File: src/rtl/cmap_ram.sv
// Generic single-clock RAM: one write port, one read port, registered read.
// No dependencies.
module cmap_ram #(
  parameter int WIDTH = 32,
  parameter int DEPTH = 32
) (
  input  logic                             clk_i,
  input  logic                             we_i,
  input  logic [$clog2(DEPTH > 1 ? DEPTH : 2)-1:0] waddr_i,
  input  logic [WIDTH-1:0]                 wdata_i,
  input  logic                             re_i,
  input  logic [$clog2(DEPTH > 1 ? DEPTH : 2)-1:0] raddr_i,
  output logic [WIDTH-1:0]                 rdata_o
);

  logic [WIDTH-1:0] mem [DEPTH];

  always_ff @(posedge clk_i) begin
    if (we_i) begin
      mem[waddr_i] <= wdata_i;
    end
  end

  always_ff @(posedge clk_i) begin
    if (re_i) begin
      rdata_o <= mem[raddr_i];
    end
  end

endmodule

File: config.mk
export PLATFORM = sky130hd
export DESIGN_NAME = cmap_ram
export DESIGN_NICKNAME = d
export VERILOG_FILES = /design/src/rtl/cmap_ram.sv
export SDC_FILE = /design/constraint.sdc
export NUM_CORES = 1
export LEC_CHECK = 0
export BUFFER_PORTS_ARGS = -buffer_cell sky130_fd_sc_hd__buf_2
export CORE_UTILIZATION = 60
export DETAILED_ROUTE_END_ITERATION = 7
export PLACE_DENSITY = 0.77
export SYNTH_ARGS = -nofsm -noshare
export SYNTH_HDL_FRONTEND = slang
export SYNTH_SLANG_ARGS = --single-unit
export TNS_END_PERCENT = 5
File: constraint.sdc
create_clock -name clk_i -period 6.65 [get_ports clk_i]
set_input_delay 0.665 -clock clk_i [delete_from_list [all_inputs] [get_ports clk_i]]
set_output_delay 0.665 -clock clk_i [all_outputs]
set_load 0.005 [all_outputs]
==> results list <==
* Run status: finished clean
- Clk_lat worst skew: 0.66 ns
- Least-Margin Pin Slew: 1.09 ns
- Combinational family with the most area after synthesis: multiplexers
- Clock transition at the registers of the reported paths: 0.06 ns
- Flip-flop and latch count after synthesis: 1056
- Clock tree from TritonCTS: done
- Peak per-stage delay on the critical path: about 0.70 ns
- Of the total synthesized cell area, the portion taken by full adders, half adders and majority gates is 0%.
- Post-detailed-route count of antenna-violating nets: 0
- In this run, post-CTS hold repair placed 0 buffers.
- Required time at the endpoint of the critical path: 6.97 ns
* Largest net degree at the start of global routing: 135
- The synthesized design contains 1056 enable-type register cells.
- Die X-Extent: 263 µm
* IO buf count: 76
* Worst min-delay path startpoint: wdata_i[12]
* R2r startpoint: mem[1][7]$_DFFE_PP_
- First-pass GRT wire length: approximately 140 mm
- At the end of routability-driven placement, the weighted congestion stood at 0.788.
- Number of buffers created by CTS: 99
* Max-slew headroom at the worst pin: 27.4%
* Part of the Yosys area used for sequential elements: just under 80%
* Vias post-DR: 21400
* Average wire length per cell after detail routing: 29.0 µm
* Share of async-settable or async-resettable flops after synthesis: 0%
- Clock sink count: 1056
- Count of yosys warnings during synthesis: 0
- A synthesized cell averages about 18 µm².
- Derived from the worst setup path, the maximum achievable clock frequency is 373 MHz.
- After detailed routing, the number of remaining DRC violations is 0.
- The floorplan has 95 rows.
* Critical path startpoint: raddr_i[2]
- No sink is reached through more buffers than the 3 on the longest clock path.
- After legalization and detailed placement, the total HPWL measured 50.5 mm.
* Max-slew violation count: 0
- Among cell families on the critical path, the largest total delay comes from simple AND/OR/NAND/NOR gates.
* Power per standard cell area: between 200 and 300 nW/µm²
* Starting density of the core: 60.7%
- Synth-to-layout area growth: 11.1%
- The most used flip-flop cell after synthesis is sky130_fd_sc_hd__edfxtp_1.
- After filler insertion, the fill cell instance count of the layout stands at about 4200.
- DIE AREA: 69100 µm²
- Measured on the finished design, the core utilization comes to 67.4%.
- Commonest cells after routing, fill and taps aside: 1056 x sky130_fd_sc_hd__edfxtp_1, 512 x sky130_fd_sc_hd__mux2i_1, 103 x sky130_fd_sc_hd__clkbuf_16
* Placed cell count: between 3000 and 4000
- Layout Cells excl Fill: 3310
* Synth Area in XOR/XNOR: 0%
- After the first detailed-routing iteration, the DRC count stood at 2463.
- The library cell used most frequently in the layout, excluding fill and tap cells, is sky130_fd_sc_hd__edfxtp_1.
- After clock tree synthesis, the setup repair step added 0 buffers.
- Critical-path cell with the highest stage delay: sky130_fd_sc_hd__buf_4
- Via count of the first global-routing pass: 21300
* Overflow left after global routing: 0
* Number of antenna violations at the first check in global routing: 5
- Max-cap viol count: 0
- On the final layout, the worst clock skew is between 0.02 and 0.03 ns.
- Post-cts sizing count: 0
- The die is 263 µm tall.
- Number of buffers and inverters on the critical path: 2
- Setup total negative slack on the finished layout was measured at 0 ns.
- Area of the core region: 67300 µm²
* Root buf cell: sky130_fd_sc_hd__clkbuf_16
- The synthesized netlist devotes 3.08% of its cell area to simple gates.
- Of the available clock period, the critical path in the final layout requires 40.3%.
- The final hold violation count was 0.
- CTS H-tree lvls: 3
* RSZ-0062 raised after global routing: false
- The routed design could run at a clock period as short as 2.68 ns.
* Vias per inst: ~6.5
* Net count after synthesis: 2305
- In this run the static leakage power is about 16 nW.
* Fraction of layout cells with a size suffix above 1: between 10% and 20%
- Post-Synthesis Cells: 2260
- Cell breakdown of the critical path: buf_2 > and2b_4 > buf_4 > a22o_1 > nor3_1 > a31oi_1 > nand3_1
- Mux cell area share after synthesis: 12.6%
- I/O Pins: between 70 and 80
- The design draws 13.6 mW.
- STA classifies the critical path startpoint as a primary input.
- STA puts the critical path data arrival time at 3.00 ns.
- Kind of end point of the critical path: flip-flop
- By startpoint and endpoint, the worst setup path is classified as in2reg.
- Number of setup violations in the final report: 0
- Largest fanout of any net on the critical path: 47
- After synthesis, the netlist uses 24 different library cells.
- Summing the areas of all compound-gate instances in the mapped netlist gives between 4 and 5% of the synthesized area.
- The cell area that synthesis handed to floorplanning was 40800 µm².
* Class of the tightest hold or removal check: in2reg
* VDD IR-drop max: approximately 0.00018 V
- Gr usage total: 27.9%
- Count of TritonRoute iterations in the first routing pass: 5
- Post-layout net count: 2402
* Aggregate routed wire length: 96.0 mm
report_power, final:
group / leakage [nW] / total [mW] / switching (mW) / internal (mW)
clock network: 1.53 / 5.46 / 2.36 / 3.10
logic: 4.66 / 0.664 / 0.453 / 0.211
registers: 9.54 / 7.46 / 0.0299 / 7.43
total: 15.7 / 13.6 / 2.84 / 10.7
path summary, 6_finish.rpt:
kind	end	slack, ns	depth (start not counted)
setup / recovery	rdata_o[7]$_DFFE_PP_	3.97	7
hold / removal	mem[1][12]$_DFFE_PP_	0.50	1
setup reg to reg	rdata_o[7]$_DFFE_PP_	5.01	5
hold reg to reg	rdata_o[29]$_DFFE_PP_	0.67	4
registers in the layout, indices dropped and copies added, names as in the netlist:
register	count
rdata_o	32
mem	1024
Yosys cell counts (15+ instances only):
cell | count | area, µm²
sky130_fd_sc_hd__a22o_1 | 64 | 561
sky130_fd_sc_hd__edfxtp_1 | 1056 | 31700
sky130_fd_sc_hd__nand3_1 | 98 | 490
sky130_fd_sc_hd__a21oi_1 | 96 | 480
sky130_fd_sc_hd__a22oi_1 | 96 | 721
sky130_fd_sc_hd__nand2_1 | 98 | 368
sky130_fd_sc_hd__nor3_1 | 32 | 160
sky130_fd_sc_hd__buf_2 | 26 | 130
sky130_fd_sc_hd__buf_6 | 15 | 169
sky130_fd_sc_hd__buf_4 | 33 | 248
sky130_fd_sc_hd__nor2_1 | 34 | 128
sky130_fd_sc_hd__a31oi_1 | 32 | 200
sky130_fd_sc_hd__clkbuf_1 | 46 | 173
sky130_fd_sc_hd__mux2i_1 | 512 | 5120
final cells by class:
| type | instances | area [µm²] | area share (%) |
|---|---|---|---|
| diodes | 3 | 7.51 | 0.0166 |
| clock buffers | 121 | 2650 | 5.83 |
| clock inverters | 57 | 482 | 1.06 |
| multi-input cells | 1077 | 8610 | 19.0 |
| flip-flops and latches | 1056 | 31700 | 69.9 |
| well taps | 873 | 1090 | 2.41 |
| repair buffers | 123 | 806 | 1.78 |
metal layers:
layer	GRT usage, %	vias to the layer above	wire length (µm)
met5	0	-	23
met4	9.08	4	2650
met3	4.60	190	8910
met2	46.1	1149	47500
met1	38.1	10900	37000
li1	-	9208	-
stage by stage:
stage | area [µm²] | hold slack (ns) | setup WS [ns]
global placement | 42200 | 0.655 | 3.45
CTS | 45300 | 0.470 | 4.06
floorplan | 40800 | 0.629 | 3.55
finish | 45400 | 0.502 | 3.97
global route | 45300 | 0.503 | 3.94
detailed placement | 42200 | 0.659 | 3.40
cells by family after synthesis:
group                  Yosys count
and+or+nand+nor                277
buffers and inverters          127
muxes                          512
AOI/OAI and AO/OA              288
DFF                           1056
(Power assumes the default switching activity.)
