===== src/rtl/cmap_div.sv =====
// Pipelined restoring divider, one quotient bit per stage, quotient below 2^QW.
// No dependencies; instantiated by the color mapper top level.
module cmap_div #(
  parameter int XW = 50,
  parameter int DW = 42,
  parameter int QW = 8
) (
  input  logic          clk_i,
  input  logic          en_i,
  input  logic [XW-1:0] x_i,
  input  logic [DW-1:0] d_i,
  output logic [QW-1:0] q_o
);

  logic [XW-1:0] r_q [QW];
  logic [DW-1:0] d_q [QW];
  logic [QW-1:0] q_q [QW];

  for (genvar s = 0; s < QW; s++) begin : g_stage
    localparam int B = QW - 1 - s;
    logic [XW-1:0] r_in;
    logic [DW-1:0] d_in;
    logic [QW-1:0] q_in;
    logic [XW-1:0] dsh;
    logic [QW-1:0] q_set;

    if (s == 0) begin : g_first
      assign r_in = x_i;
      assign d_in = d_i;
      assign q_in = '0;
    end else begin : g_next
      assign r_in = r_q[s-1];
      assign d_in = d_q[s-1];
      assign q_in = q_q[s-1];
    end

    assign dsh = XW'(d_in) << B;

    always_comb begin
      q_set    = q_in;
      q_set[B] = 1'b1;
    end

    always_ff @(posedge clk_i) begin
      if (en_i) begin
        d_q[s] <= d_in;
        if (r_in >= dsh) begin
          r_q[s] <= r_in - dsh;
          q_q[s] <= q_set;
        end else begin
          r_q[s] <= r_in;
          q_q[s] <= q_in;
        end
      end
    end
  end

  assign q_o = q_q[QW-1];

endmodule


===== config.mk =====
export PLATFORM = sky130hd
export DESIGN_NAME = cmap_div
export DESIGN_NICKNAME = d
export VERILOG_FILES = /design/src/rtl/cmap_div.sv
export SDC_FILE = /design/constraint.sdc
export NUM_CORES = 1
export LEC_CHECK = 0
export BUFFER_PORTS_ARGS = -buffer_cell sky130_fd_sc_hd__buf_4
export CAP_MARGIN = 15
export CORE_AREA = 4 4 422 424
export CTS_CLUSTER_DIAMETER = 60
export DETAILED_ROUTE_END_ITERATION = 8
export DIE_AREA = 0 0 426 428
export PLACE_DENSITY_LB_ADDON = 0.12
export SYNTH_ARGS = -nofsm -noshare
export SYNTH_HDL_FRONTEND = slang
export SYNTH_SLANG_ARGS = --single-unit

===== constraint.sdc =====
create_clock -name clk_i -period 3.63 [get_ports clk_i]
set_input_delay 0.363 -clock clk_i [delete_from_list [all_inputs] [get_ports clk_i]]
set_output_delay 0.363 -clock clk_i [all_outputs]
set_load 0.01 [all_outputs]

==> qor.csv, run 1 <==
stage;metric;value;unit
run_status;outcome;complete, no violations;
min_path;HP Class;input pin to flop;
yosys;main flop type after synthesis;edfxtp_1;
setup_path;startpoint types;flop;
yosys;Synth top area share;47.1;%
placed_design;Inst Count DP;6852;
yosys;largest family of logic cells by synthesized area;compound AO/OA/AOI/OAI gates;
yosys;synthesized area;43300;um2
pwr;P_sw;0.0148;W
grt;met3 global-route usage;1.59;%
cts;CTS sink cnt;680;
cells_and_area;Util after Layout;30.9;%
yosys;XOR/XNOR Fraction of Synth Area;5.70;%
yosys;post-synthesis mux area share;2.17;%
pwr;VDD IR max;302;uV
route;DR iter-0 viols;1850;
grt;GR Layer Usage met1;18.5;%
floorplan;Rows;153;
setup_path;Worst path max stage delay;470;ps
setup_path;Crit-path slowest cell;edfxtp_1;
cells_and_area;share of layout cells above drive strength 1;16.2;%
route;Vias;32000;
grt;first-pass GRT wire length;191000;um
yosys;post-synthesis sequential area ratio;47.1;%
floorplan;I/O pin cnt;102;
cells_and_area;Final Cell Area;53700;um2
setup_path;worst reg-to-reg setup slack;70;ps
placed_design;Placement Setup Slack;-230;ps
setup_path;Critical Path AT;3990;ps
yosys;syn avg cell area;10.2;um2
cts;CTS tree;yes;
floorplan;Die X-Extent;426;um
pwr;leakage;21.9;nW
yosys;Synthesis Warnings;0;
yosys;Async SR Flop Fraction;0;%
pwr;Logic pwr share;45.1;%
yosys;Post-Syn Nets;4683;
grt;global-route usage over all layers;13.3;%
sta;Setup Skew;33.7;ps
cells_and_area;diodes inserted;0;
sta;Tcrit/Tclk final;98.2;%
cts;H-tree depth;3;
route;Residual DRC;0;
setup_path;worst r2r src;d_q[2][0];
sta;Setup Viol. Count Final;0;
setup_path;Crit Reg-Reg Endpoint;r_q[3][8];
yosys;post-synthesis compound-gate area fraction;18.3;%
placed_design;gp weighted congestion;0.854;
cells_and_area;fin cells;7134;
grt;total gr overflow;0;
yosys;Post-Synth Adder-Cell Area;10.0;%
placed_design;IO Port Bufs;101;
run;max cap viols;0;
grt;grt met2 use;21.1;%
route;DR WL/cell;17.3;um
yosys;Post-Synth Simple-Gate Area;11.6;%
placed_design;post-DP HPWL;99300;um
pwr;Int Power;0.0251;W
setup_path;crit path kind;flop to flop;
grt;gr busiest metal;met2;
sta;Slew Limit Fails;0;
cts;TritonCTS Buffers;91;
sta;Tightest Pin Transition;634;ps
route;Via density;4.49;
sta;Worst Slack Setup Final;66.7;ps
cts;Max Root-Sink Buffers;3;
pwr;Sequential Power Share;32.3;%
sta;Tmin final;3560;ps
cells_and_area;Synth-to-Final Area Change;23.9;%
pwr;clock share of power;22.6;%
cells_and_area;most common cell after layout, fill and taps aside;edfxtp_1;
yosys;Yosys cell types;97;
grt;initial antenna violation count;1;
floorplan;Die Y;428;um
cells_and_area;# fillers;18200;
floorplan;Initial Util;24.9;%
floorplan;Placeable Area;174000;um2
pwr;Pwr Density;743;nW/um2
sta;Final Hold Viols;0;
yosys;Synth area leader;edfxtp_1;
sta;Max Clock Freq;281;MHz
min_path;hold path depth;3;
setup_path;crit-path cells;ha_4 -> fa_2 -> nor2b_2 -> o31a_1 -> o2111a_2 -> o2111ai_4 -> a211oi_4 -> o41ai_4 -> o21ai_2 -> a21oi_4 -> clkbuf_16 -> buf_12 -> a21o_1;
floorplan;die area;182000;um2
yosys;Post-Syn Instances;4246;
setup_path;crit path capture type;flop;
setup_path;worst path required time;4050;ps
sta;RSZ-0062 raised after global routing;true;
grt;vias in the first global route;32800;
yosys;Area contributors post-synth;edfxtp_1 (47%), ha_1 (9.7%), a21oi_1 (4.2%);
placed_design;placed instance area;49100;um2
cells_and_area;most frequent cells in the layout;edfxtp_1 (680), buf_4 (430), inv_1 (406);
yosys;Yosys reg bits;680;
setup_path;reg2reg path depth;13;
min_path;hold path startpoint;x_i[42];
grt;pin count of the biggest net entering global routing;119;
cts;root buf cell;clkbuf_16;
cts;Worst-path clk slew;50;ps
yosys;Post-synth EDFFs;680;
setup_path;critical path peak fanout;9;
route;post-route ant nets;0;
route;first-pass detailed-route iteration total;5;
cts;clk_lat worst skew;680;ps
cells_and_area;nets@finish;5173;
pwr;switching part of the total;37.1;%
sta;max-slew headroom at the worst pin;57.7;%
min_path;Hold EP;r_q[0][42];
route;DRT Wirelength;124000;um
[registers in the layout (all words and copies together), names as in the netlist]
register / flops
r_q: 350
d_q: 294
q_q: 36
[area by class of cell]
cell class                 count  area [um2]  share of cell area [%]
sequential                   680       20400                    38.0
inverter                     411        1540                    2.87
clock buffer                 106        2330                    4.35
timing repair buffer         545        4620                    8.60
tap                         2325        2910                    5.42
multi-input combinational   3007       21100                    39.4
clock inverter                60         722                    1.35
[power groups by stage]
stage	Sequential [W]	Combinational, W	Clock (W)
after floorplan	0.0122	0.0121	0
after detailed placement	0.0131	0.0176	0
after CTS	0.0129	0.0178	0.00940
after global placement	0.0132	0.0176	0
final	0.0129	0.0180	0.00901
after global routing	0.0131	0.0201	0.00972
[repair_timing]
action | CTS | global route
endpoints found under the setup margin | 77 | 206
gates resized for setup | 19 | 74
hold buffers | 90 | 0
setup buffers | 9 | 14
gates cloned | 1 | 3
pin swaps | 7 | 34
hold endpoints to repair | 90 | 0
[Yosys cell counts (35+ instances only)]
cell / count
edfxtp_1: 680
inv_1: 410
nand2_1: 391
a21oi_1: 367
o21ai_0: 346
ha_1: 336
nor2_1: 207
a21o_1: 197
xnor2_1: 151
xor2_1: 131
clkbuf_1: 105
nand4_1: 89
nand3_1: 67
o21bai_1: 50
nor2b_1: 45
nor3_1: 44
nand2b_1: 40
mux2_4: 36
and3_1: 35
[per-stage QoR]
stage	hold slack [ps]	power, W	TNS [ps]
2_1_floorplan	400	0.0243	0
3_3_place_gp	406	0.0307	-5180
3_5_place_dp	405	0.0306	-5250
4_1_cts	17.3	0.0401	-6.33
5_1_grt	84.8	0.0430	-1330
6_report	106	0.0399	0
[worst max path at each step]
stage	startpoint	to	depth (start not counted)	slack (ps)
global placement	x_i[9]	r_q[0][21]	12	-200
finish	d_q[2][0]	r_q[3][8]	13	70
detailed placement	x_i[7]	r_q[0][45]	16	-230
CTS	d_q[0][0]	r_q[1][41]	14	-6
global route	d_q[0][0]	r_q[1][30]	14	-50
floorplan	r_q[4][2]	r_q[5][27]	15	190
[cells by family after synthesis]
logic type	count (synthesis)
AO/OA/AOI/OAI	1262
adder cells (fa/ha/maj)	343
flip-flops	680
multiplexers	72
XOR/XNOR	282
buffers and inverters	559
AND/OR/NAND/NOR	1048
[worst max-delay path, delay by kind of cell (launching register included)]
kind	cells	cell delay (ps)
adder cells (fa/ha/maj)	2	620
flip-flops	1	470
AND/OR/NAND/NOR	1	130
buffers and inverters	2	340
AO/OA/AOI/OAI	8	1750
[per-layer routing]
metal / part of all wire [%] / up-vias / wire (um)
met3: 2.5 / 203 / 3040
met4: 3.8 / 0 / 4650
met5: 0 / - / 0
met1: 49 / 14800 / 60600
li1: - / 16500 / -
met2: 45 / 497 / 55400
Power figures use the tool's default switching activity.
==> inputs of run 2 (changes only) <==
--- a/config.mk
+++ b/config.mk
@@ -5,12 +5,13 @@
 export SDC_FILE = /design/constraint.sdc
 export NUM_CORES = 1
 export LEC_CHECK = 0
+export ABC_AREA = 1
 export BUFFER_PORTS_ARGS = -buffer_cell sky130_fd_sc_hd__buf_4
 export CAP_MARGIN = 15
-export CORE_AREA = 4 4 422 424
+export CORE_AREA = 4 4 462 464
 export CTS_CLUSTER_DIAMETER = 60
 export DETAILED_ROUTE_END_ITERATION = 8
-export DIE_AREA = 0 0 426 428
+export DIE_AREA = 0 0 466 468
 export PLACE_DENSITY_LB_ADDON = 0.12
 export SYNTH_ARGS = -nofsm -noshare
 export SYNTH_HDL_FRONTEND = slang
==> run 2 against run 1 <==
  * Routed wire length up 73%
  * Sequential share of layout area is 4.5 points lower
  * Critical path depth rose by 2
  * Combinational power increased by 12%
  * Worst hold slack better by 34 ps
  * Sequential cell count is the same
  * Critical endpoint is now r_q[0][39]
==> qor.csv, run 2 <==
stage;metric;value;unit;change
run_status;outcome;complete, no violations;;
cells_and_area;max FFs per register;350;;unchanged
yosys;synthesized area;52200;um2;+20%
route;first-pass detailed-route iteration total;5;;unchanged
min_path;hold path depth;3;;unchanged
cts;TritonCTS Buffers;102;;+12%
setup_path;worst r2r src;r_q[4][2];;
yosys;Synthesis Warnings;0;;unchanged
sta;Worst Slack Setup Final;180;ps;+114 ps
route;DR WL/cell;19.9;um;+15%
setup_path;crit path capture type;flop;;
sta;Tightest Pin Transition;1000;ps;+367 ps
yosys;Synth area leader;edfxtp_1;;
cts;post-CTS setup buffers;0;;-9
cts;Max Root-Sink Buffers;3;;unchanged
pwr;VDD IR max;394;uV;+31%
yosys;syn avg cell area;6.93;um2;-32%
yosys;Yosys reg bits;680;;unchanged
yosys;Yosys cell types;43;;-56%
cells_and_area;Largest regs;r_q (350), d_q (294), q_q (36);;
grt;vias in the first global route;48700;;+48%
floorplan;Rows;168;;+9.8%
cts;H-tree depth;3;;unchanged
cells_and_area;most common cell after layout, fill and taps aside;nand2_1;;
yosys;post-synthesis sequential area ratio;39.1;%;-8.0 points
yosys;commonest cells in the netlist;nand2_1 (2949), inv_1 (1519), edfxtp_1 (680);;
cells_and_area;largest reg by FF count;r_q;;
cells_and_area;multi-input logic area;25600;um2;+21%
sta;Max Clock Freq;290;MHz;+3.3%
setup_path;worst reg-to-reg setup slack;260;ps;+190 ps
pwr;leakage;30.9;nW;+41%
yosys;Async SR Flop Fraction;0;%;unchanged
floorplan;Die X-Extent;466;um;+9.4%
route;post-route ant nets;0;;unchanged
route;DR iter-0 viols;2177;;+18%
cts;root buf cell;clkbuf_16;;
yosys;Area contributors post-synth;edfxtp_1 (39%), nand2_1 (21%), inv_1 (11%);;
grt;initial antenna violation count;0;;-1
cells_and_area;Synth-to-Final Area Change;16.8;%;
min_path;hold path startpoint;x_i[7];;
sta;RSZ-0062 raised after global routing;false;;
yosys;most frequent cell after synthesis;nand2_1;;
cells_and_area;FF+latch area;20400;um2;unchanged
grt;global-route usage over all layers;19.3;%;+6.0 points
sta;Slew Limit Fails;0;;unchanged
sta;final setup TNS;0;ps;unchanged
cells_and_area;# fillers;23100;;+27%
floorplan;die area;218000;um2;+20%
sta;Final Hold Viols;0;;unchanged
grt;total gr overflow;0;;unchanged
min_path;HP Class;input pin to flop;;
grt;first-pass GRT wire length;310000;um;+63%
yosys;Post-Syn Nets;7968;;+70%
pwr;Pwr Total;0.0424;W;+6.3%
cts;Worst-path clk slew;60;ps;about the same
route;DRT Wirelength;213000;um;+73%
cells_and_area;most frequent cells in the layout;nand2_1 (2949), inv_1 (1519), edfxtp_1 (680);;
sta;Tcrit/Tclk final;95.0;%;-3.1 points
run;max cap viols;0;;unchanged
cts;CTS tree;yes;;
sta;max-slew headroom at the worst pin;33.1;%;-25 points
grt;pin count of the biggest net entering global routing;144;;+21%
cts;cts hold-fix bufs;91;;+1.1%
route;Via density;4.36;;-2.9%
yosys;Post-Syn Instances;7531;;+77%
setup_path;reg2reg path depth;17;;+4
yosys;Synth top area share;39.1;%;-8.0 points
floorplan;Initial Util;25.0;%;+0.026 points
route;Vias;46700;;+46%
setup_path;crit path kind;input pin to flop;;
sta;Setup Skew;30.6;ps;-3.16 ps
setup_path;startpoint types;input pin;;
setup_path;Crit Reg-Reg Endpoint;r_q[5][35];;
floorplan;Die Y;468;um;+9.3%
yosys;Post-synth EDFFs;680;;unchanged
placed_design;gp weighted congestion;0.981;;+15%
cells_and_area;Util after Layout;29.1;%;-1.7 points
floorplan;I/O pin cnt;102;;unchanged
placed_design;IO Port Bufs;101;;unchanged
cts;PostCTS Resize Cnt;0;;-19
floorplan;Placeable Area;209000;um2;+20%
cells_and_area;nets@finish;8256;;+60%
cells_and_area;diodes inserted;0;;unchanged
placed_design;Placement Setup Slack;-46.9;ps;+183 ps
setup_path;worst path required time;4090;ps;+40 ps
yosys;main flop type after synthesis;edfxtp_1;;
cells_and_area;share of layout cells above drive strength 1;4.82;%;-11 points
setup_path;Critical Path AT;3900;ps;-90 ps
route;Residual DRC;0;;unchanged
min_path;Hold EP;r_q[0][7];;
placed_design;post-DP HPWL;181000;um;+83%
pwr;Pwr Density;696;nW/um2;-6.4%
setup_path;critical path peak fanout;20;;+11
sta;Setup Viol. Count Final;0;;unchanged
cts;clk_lat worst skew;720;ps;+40 ps
sta;Tmin final;3450;ps;-114 ps
cts;CTS sink cnt;680;;unchanged
[run 2: cell count changes in the layout (fill, tap and decap cells not counted), moves of 107 or more]
cell     previous run  this run
nand2_1           391      2949
inv_1             406      1519
nand3_1            66       492
nor2_1            206       599
buf_4             430       162
o21ai_0           335        89
a21o_1            196         6
a21oi_1           359       252
[run 2: cells by family (layout without fill, tap and decap cells)]
logic type,Yosys count,in the layout,share of synthesized area [%]
fa+ha+maj,343,343,8.32
compound gates,450,450,4.66
flops,680,680,39.1
xor+xnor,176,176,2.95
simple gates,4273,4273,33.0
buf+inv,1609,1982,11.9
[run 2: critical path, cell delays in order]
cell	delay (ps)
dlygate4sd3_1	530
buf_4	150
ha_1	370
nand2_1	120
nor2_1	410
nand3_1	120
nor2_1	550
nand3_1	280
nand2_1	140
a21oi_1	100
nand2_2	140
inv_2	210
buf_12	240
nand2_1	70
nand2_1	90
[run 2: metrics by stage]
stage          std cells  hold slack, ps  cell area, um2
2_1_floorplan       7531             400           52200
3_3_place_gp       10400             403           56700
3_5_place_dp       10400             405           56700
4_1_cts            10700            75.2           60900
5_1_grt            10700             115           60900
6_report           10700             140           60900
[run 2: layout make-up]
| cell class | count | area share [%] |
|---|---|---|
| clock buffer | 120 | 4.37 |
| timing repair buffer | 265 | 3.88 |
| tap | 2805 | 5.76 |
| clock inverter | 69 | 1.10 |
| sequential | 680 | 33.5 |
| multi-input combinational | 5242 | 42.0 |
| inverter | 1528 | 9.41 |
[run 2: how the worst max path moves through the flow]
stage | from | end | slack, ps | cells after the start
6_report | x_i[14] | r_q[0][39] | 180 | 15
3_3_place_gp | x_i[14] | r_q[0][26] | -100 | 14
2_1_floorplan | en_i | q_q[1][3] | 1030 | 2
3_5_place_dp | x_i[14] | r_q[0][39] | -50 | 14
5_1_grt | r_q[4][2] | r_q[5][35] | 8 | 17
4_1_cts | x_i[14] | r_q[0][39] | 200 | 15
[run 2: metal layers]
metal,GRT usage (%),part of all wire (%),vias up
met5,0,0,-
met4,12.9,8.0,0
met3,1.83,2.1,499
met2,36.6,52,874
met1,20.1,38,21200
li1,-,-,24100
[run 2: power breakdown]
part           total, W  switching [W]  internal (W)
clock           0.00977        0.00396       0.00581
combinational    0.0201         0.0138       0.00632
sequential       0.0125        0.00134        0.0112
total            0.0424         0.0191        0.0233
